--- src/sv/assert_macros.svh ---
// Assertion helpers; every use samples on clk and is disabled while rst_n is low
`ifndef ASSERT_MACROS_SVH
`define ASSERT_MACROS_SVH

`define AST_ALWAYS(lbl, expr) \
    lbl: assert property (@(posedge clk) disable iff (!rst_n) (expr)) \
        else $error("assertion failed");

`define AST_IMPLY(lbl, ante, cons) \
    lbl: assert property (@(posedge clk) disable iff (!rst_n) (ante) |-> (cons)) \
        else $error("assertion failed");

`define AST_NEXT(lbl, ante, cons) \
    lbl: assert property (@(posedge clk) disable iff (!rst_n) (ante) |=> (cons)) \
        else $error("assertion failed");

`endif

--- src/sv/rmu_pkg.sv ---
package rmu_pkg;

    typedef enum logic [2:0] {
        ST_IDLE,
        ST_SCAN,
        ST_CMP,
        ST_MRD0,
        ST_MRD1,
        ST_MFIN
    } state_t;

    typedef struct packed {
        logic load;
        logic rd_scan;
        logic shift;
        logic insert;
        logic rd_mid;
        logic rd_lo;
        logic finish;
    } cmd_t;

    typedef struct packed {
        logic full;
        logic pos_zero;
        logic greater;
    } stat_t;

endpackage

--- src/sv/rmu_ctrl.sv ---
module rmu_ctrl (
    input  logic          clk,
    input  logic          rst_n,
    input  logic          start,
    input  rmu_pkg::stat_t stat,
    output rmu_pkg::cmd_t  cmd,
    output logic          busy
);
    import rmu_pkg::*;

    state_t state_reg;
    state_t state_next;

    always_ff @(posedge clk or negedge rst_n)
    begin
        if (!rst_n)
        begin
            state_reg <= ST_IDLE;
        end
        else
        begin
            state_reg <= state_next;
        end
    end

    always_comb
    begin
        state_next = state_reg;
        unique case (state_reg)
            ST_IDLE:
            begin
                if (start)
                begin
                    state_next = ST_SCAN;
                end
            end
            ST_SCAN:
            begin
                if (stat.full || stat.pos_zero)
                begin
                    state_next = ST_MRD0;
                end
                else
                begin
                    state_next = ST_CMP;
                end
            end
            ST_CMP:
            begin
                state_next = stat.greater ? ST_SCAN : ST_MRD0;
            end
            ST_MRD0: state_next = ST_MRD1;
            ST_MRD1: state_next = ST_MFIN;
            ST_MFIN: state_next = ST_IDLE;
            default: state_next = ST_IDLE;
        endcase
    end

    always_comb
    begin
        cmd  = '0;
        busy = 1'b1;
        unique case (state_reg)
            ST_IDLE:
            begin
                busy     = 1'b0;
                cmd.load = start;
            end
            ST_SCAN:
            begin
                if (!stat.full)
                begin
                    cmd.insert  = stat.pos_zero;
                    cmd.rd_scan = !stat.pos_zero;
                end
            end
            ST_CMP:
            begin
                cmd.shift  = stat.greater;
                cmd.insert = !stat.greater;
            end
            ST_MRD0: cmd.rd_mid = 1'b1;
            ST_MRD1: cmd.rd_lo  = 1'b1;
            ST_MFIN: cmd.finish = 1'b1;
            default: busy = 1'b0;
        endcase
    end

`include "assert_macros.svh"
    `AST_IMPLY(a_one_cmd, 1'b1, $onehot0(cmd))
    `AST_NEXT(a_start_busy, start && !busy, busy)
    `AST_IMPLY(a_no_insert_full, cmd.insert, !stat.full)
endmodule

--- config.mk ---
export PLATFORM = sky130hd
export DESIGN_NAME = rmu_ctrl
export DESIGN_NICKNAME = d
export VERILOG_FILES = /design/src/sv/rmu_pkg.sv /design/src/sv/rmu_ctrl.sv
export VERILOG_INCLUDE_DIRS = /design/src /design/src/sv
export SDC_FILE = /design/constraint.sdc
export NUM_CORES = 1
export LEC_CHECK = 0
export BUFFER_PORTS_ARGS = -buffer_cell sky130_fd_sc_hd__clkbuf_2
export CAP_MARGIN = 30
export CORE_AREA = 2 2 39 41
export CTS_CLUSTER_SIZE = 20
export DETAILED_ROUTE_END_ITERATION = 8
export DIE_AREA = 0 0 41 43
export PLACE_DENSITY = 0.35
export SYNTH_ARGS = -nofsm -noshare
export SYNTH_HDL_FRONTEND = slang
export SYNTH_SLANG_ARGS = --single-unit
export TNS_END_PERCENT = 5
--- constraint.sdc ---
create_clock -name clk -period 2.1 [get_ports clk]
set_input_delay 0.105 -clock clk [delete_from_list [all_inputs] [get_ports clk]]
set_output_delay 0.105 -clock clk [all_outputs]
set_load 0.005 [all_outputs]
==> results.py, run 1 <==
metrics = {
    "finish": {
        "nets": 49,
        "diodes": 0,
        "final_util_pct": 24.41,
        "area.growth.synth_to_final_pct": 45.16,
        "fin_area_sq_um": 337.8,
        "drive_above_1_share_pct": 45.24,
        "largest_reg_flops": 3,
    },
    "die": {
        "dieArea_sq_um": 1763,
        "die_w_microns": 41,
        "start_util_pct": 16.82,
        "row_count": 14,
        "ios": 14,
        "core-area_sq_um": 1384,
        "die_h_microns": 43,
    },
    "drt": {
        "avgRoutedWirePerCell_microns": 10.45,
        "route.met3.wl_microns": 63,
        "drt_iter0_drc": 0,
        "vias": 251,
        "detail-route-antenna-nets": 0,
        "wl_met1_microns": 260,
        "via_per_inst": 4.328,
        "drtPass1Iterations": 1,
        "drc": 0,
        "drt_wl_total_microns": 606,
        "met2_length_microns": 282,
        "top_layer": "met3",
    },
    "synth": {
        "netlist_top_cells_count": "dfrtp_1 (3), a21oi_2 (2), and2_1 (2), nor2_1 (2)",
        "synthMuxAreaShare_pct": 0,
        "postSynthAreaPerCell_sq_um": 8.951,
        "synth.net_count": 32,
        "synth-main-ff-cell": "dfrtp_1",
        "synth_simple_gate_area_share_pct": 43.55,
        "synth_top_family_by_area": "simple AND/OR/NAND/NOR gates",
        "yosysMostFrequentCell": "dfrtp_1",
        "async_flop_share_pct": 100.0,
        "synth.area.top_cells": "dfrtp_1 (32%), a21oi_2 (7.5%), and2_1 (5.4%)",
        "post-synth-top-area-fraction_pct": 32.26,
        "yosys.area_share.xor_xnor_pct": 0,
        "syn_inst": 26,
        "synth_fa_ha_area_share_pct": 0,
        "synth_cell_types": 21,
        "synth_seq_cells": 3,
        "yosysTopAreaCell": "dfrtp_1",
        "ys_warn_count": 0,
        "synth_area_sq_um": 232.7,
        "synth_compound_area_share_pct": 17.20,
        "ys_seq_area_share_pct": 32.26,
        "synth_edf_count": 0,
    },
    "pwr": {
        "p_total_mw": 0.4374,
        "p_leak_nw": 0.1589,
        "ir_worst_vdd_v": 0.0004116,
        "power.density_nw_per_um2": 1295,
    },
    "sta": {
        "finalCritPeriodShare_pct": 70.86,
        "hold_violations": 0,
        "final.setup.tns_ps": 0,
        "finalCriticalPeriod_ps": 1488,
        "drv_slew": 0,
        "finClkSkew_ps": 2.193,
        "setup_viol": 0,
        "max_freq_mhz": 672.0,
        "rsz0062_at_grt": "no",
        "worst_pin_slew_ps": 391.5,
        "maxSlewHeadroom_pct": 73.90,
    },
    "placement": {
        "portBuffers": 13,
        "place_congestion": 0.6622,
        "place_area_sq_um": 301.5,
        "hpwl_microns": 467.9,
    },
    "critical_path": {
        "startpoint_type": "flop",
        "path_class": "reg -> out",
        "crit_path_end_kind": "output port",
        "worst_r2r_path_depth": 2,
        "crit_required_ps": 2000,
        "cp_max_fo": 10,
        "worstPathArrival_ps": 1380,
    },
    "min_path": {
        "hold_path_class": "in -> reg",
        "holdPathStages": 3,
    },
    "clocking": {
        "clk_pin_slew_ps": 40,
        "post_cts_resized": 0,
        "clock_latency_ps": 240,
        "ctsRootBufferMaster": "clkbuf_4",
        "clock_path_buffers": 2,
        "postCtsSetupBuffers": 0,
        "cts_tree": "yes",
        "cts.htree.levels": 1,
        "cts_buffers": 3,
        "cts_sinks": 3,
    },
    "flow_run": {
        "max_cap_violations": 0,
    },
    "global_route": {
        "grt_pass1_vias": 227,
        "grt_use_total_pct": 8.241,
        "grt.overflow.total": 0,
        "grt_max_degree": 14,
        "antenna_found_initial": 0,
        "grt_pass1_wl_microns": 945,
    },
    "status": {
        "status": "completed",
    },
}
-- worst max-delay path, cell delays in order (launching register included) --
cell	delay [ps]
dfrtp_1	480
or3b_4	430
a21oi_2	120
clkbuf_2	120
-- cell usage in the layout, fill, tap and decap left out, types with 2 or more instances in the layout --
master and instances:
clkbuf_2 13, clkbuf_4 3, dfrtp_1 3, nor2_1 2, a21oi_2 2, and2_1 2
-- final timing paths --
kind / slack, ps / to / startpoint
min in group asynchronous: 200 / state_reg[2] / rst_n
worst max-delay path: 610 / cmd[3] / state_reg[1]
worst max register to register: 1000 / state_reg[1] / state_reg[1]
max in group asynchronous: 1780 / state_reg[0] / rst_n
worst min register to register: 660 / state_reg[1] / state_reg[2]
worst min-delay path: 160 / state_reg[0] / start
-- repair_timing --
item                       4_1_cts  5_1_grt
hold endpoints to repair         3        0
hold buffers                     1        0
setup endpoints to repair        0        0
-- report_power, final --
part	internal (mW)	leakage, nW	total, mW	switching, mW
logic	0.107	0.106	0.189	0.0813
clock network	0.0714	0.0150	0.104	0.0323
registers	0.0832	0.0377	0.145	0.0620
total	0.262	0.159	0.437	0.176
-- logic make-up (layout without fill, tap and decap cells) --
| group | count (synthesis) | after routing |
|---|---|---|
| and+or+nand+nor | 15 | 15 |
| AOI/OAI and AO/OA | 6 | 6 |
| DFF | 3 | 3 |
| buffers and inverters | 2 | 18 |
-- through the flow --
| step | setup WS [ps] | instances | hold slack (ps) |
|---|---|---|---|
| global route | 524.5 | 58 | 179.7 |
| CTS | 588.7 | 58 | 161.5 |
| detailed placement | 857.0 | 53 | -94.11 |
| floorplan | 1025 | 26 | -190.6 |
| global placement | 870.1 | 53 | -95.29 |
| finish | 612.0 | 58 | 157.7 |
-- layout make-up --
class                   count  area [sq um]
fillers                   166          1046
flip-flops and latches      3         75.07
well taps                  16         20.02
clock buffers               4         26.28
repair buffers             14         75.07
multi-input cells          21         141.4
-- per-layer routing --
metal / global-route usage (%) / vias to the layer above
li1: - / 127
met1: 9.677 / 112
met2: 11.56 / 12
met3: 6.283 / 0
met4: 2.000 / 0
met5: 0 / -
(Power assumes the default switching activity.)
==> inputs of run 2 (changes only) <==
- PLACE_DENSITY: 0.35 -> 0.36
- clock period: 2.1 -> 1.3 ns (I/O delays scaled with it)
==> run 2 against run 1 <==
The run now ends with setup timing left. Sequential share of layout area fell by 1.1 points. Clock skew is 1.6 ps lower. Critical path depth stayed put. Cell area increased by 10%. Setup slack got worse by 650 ps. Clock power grew 55%. Power grew 78%. Count of clock-buffer cells in the layout unchanged.
==> results.py, run 2 (synthesis results as in run 1) <==
metrics = {
    "status": {
        "status": "finished with violations",
        "violations": "setup timing",
    },
    "pwr": {
        "ir_worst_vdd_v": 0.0007261,
        "p_leak_nw": 0.1725,
        "p_sw_mw": 0.2932,
        "power.density_nw_per_um2": 2083,
        "combinationalPowerShare_pct": 51.3,
        "seq_power_share_pct": 28.0,
        "clockPowerShare_pct": 20.7,
        "p_int_mw": 0.4834,
        "switching_share_pct": 37.75,
    },
    "critical_path": {
        "crit_required_ps": 1240,
        "rrSetupSlack_ps": 180,
        "cp_max_fo": 6,
        "crit_path_end_kind": "output port",
        "rr_endpoint": "state_reg[1]",
        "startpoint_type": "flop",
        "crit_slowest_cell": "dfrtp_2",
        "cp_cell_sequence": "or3b_4 -> a21oi_2 -> buf_2",
        "timing.rr.start": "state_reg[0]",
        "worst_r2r_path_depth": 3,
        "path_class": "reg -> out",
        "slowest_delay_ps": 430,
        "worstPathArrival_ps": 1270,
    },
    "clocking": {
        "clk_pin_slew_ps": 40,
        "clock_latency_ps": 230,
        "cts_sinks": 3,
        "cts.htree.levels": 1,
        "ctsRootBufferMaster": "clkbuf_4",
        "clock_path_buffers": 2,
        "cts_buffers": 3,
        "cts_tree": "yes",
    },
    "drt": {
        "top_layer": "met3",
        "detail-route-antenna-nets": 0,
        "avgRoutedWirePerCell_microns": 9.295,
        "met2_length_microns": 265,
        "drt_iter0_drc": 0,
        "drt_wl_total_microns": 567,
        "route.met3.wl_microns": 46,
        "vias": 248,
        "via_per_inst": 4.066,
        "drtPass1Iterations": 1,
        "wl_met1_microns": 255,
        "drc": 0,
    },
    "global_route": {
        "antenna_found_initial": 0,
        "grt_max_degree": 14,
        "grt_pass1_vias": 232,
        "grt_use_total_pct": 7.823,
        "grt.overflow.total": 0,
        "grt_pass1_wl_microns": 917,
    },
    "placement": {
        "dpl_worst_slack_ps": 95.19,
        "place_congestion": 0.6818,
        "place_area_sq_um": 301.5,
        "portBuffers": 13,
    },
    "finish": {
        "layout_common_cells": "clkbuf_2 (11), clkbuf_4 (3), buf_4 (3), dfrtp_2 (3)",
        "nets": 52,
        "area.growth.synth_to_final_pct": 60.22,
        "drive_above_1_share_pct": 60.00,
        "register_area_sq_um": 78.83,
        "fin_area_sq_um": 372.9,
        "final_common_cell": "clkbuf_2",
        "multi_input_area_sq_um": 150.1,
        "nFillCells": 164,
        "largest_reg_flops": 3,
        "diodes": 0,
    },
    "min_path": {
        "hold_path_class": "in -> reg",
        "min_to": "state_reg[0]",
        "holdPathStages": 3,
        "hp-start": "start",
    },
    "die": {
        "row_count": 14,
        "start_util_pct": 16.82,
        "ios": 14,
        "dieArea_sq_um": 1763,
        "core-area_sq_um": 1384,
        "die_w_microns": 41,
        "die_h_microns": 43,
    },
    "flow_run": {
        "max_cap_violations": 0,
    },
    "sta": {
        "finClkSkew_ps": 0.6220,
        "maxSlewHeadroom_pct": 83.84,
        "max_freq_mhz": 748.0,
        "hold_violations": 0,
        "final.setup.tns_ps": -36.95,
        "worst_slack_ps": -36.95,
        "drv_slew": 0,
        "rsz0062_at_grt": "yes",
        "holdWs_ps": 120.9,
        "worst_pin_slew_ps": 239.2,
        "finalCriticalPeriod_ps": 1337,
        "setup_viol": 1,
        "finalCritPeriodShare_pct": 102.8,
    },
}
-- run 2: worst max-delay path by stage --
stage               endpoint          from  cells after the start
finish                cmd[3]  state_reg[0]                      3
global route          cmd[3]  state_reg[0]                      3
CTS                   cmd[3]  state_reg[0]                      3
detailed placement    cmd[3]  state_reg[0]                      3
global placement      cmd[3]  state_reg[0]                      3
floorplan             cmd[3]  state_reg[0]                      2
-- run 2: metrics by stage --
stage               power (mW)  utilization [%]  cells
CTS                     0.7756            26.31     61
finish                  0.7767            26.94     61
global placement        0.5364            21.79     53
floorplan               0.4488                -     26
global route            0.8550            26.94     61
detailed placement      0.5426            21.79     53
-- run 2: cell type report --
type | count | share of cell area [%]
timing repair buffer | 17 | 26.17
multi-input combinational | 21 | 40.27
tap | 16 | 5.369
sequential | 3 | 21.14
clock buffer | 4 | 7.047
-- run 2: timing repair --
action	4_1_cts	5_1_grt
hold endpoints to repair	3	0
hold buffers	1	0
pin swaps	1	0
buffers inserted	3	0
setup endpoints to repair	3	5
resized for setup	3	4
-- run 2: layer usage --
metal	vias up	track usage, %
li1	134	-
met4	0	6.000
met2	10	10.94
met5	-	0
met3	0	1.571
met1	104	9.936
-- run 2: power groups by stage --
stage	clock, mW	combinational (mW)	sequential, mW
5_1_grt	0.178	0.446	0.231
3_5_place_dp	0	0.306	0.237
6_report	0.161	0.399	0.217
3_3_place_gp	0	0.306	0.231
4_1_cts	0.170	0.389	0.217
2_1_floorplan	0	0.276	0.173
-- run 2: critical path: cells and delay by family, from the launching register on --
| family | cells | cell delay [ps] |
|---|---|---|
| and+or+nand+nor | 1 | 390 |
| buffers and inverters | 1 | 120 |
| AOI/OAI and AO/OA | 1 | 110 |
| DFF | 1 | 430 |
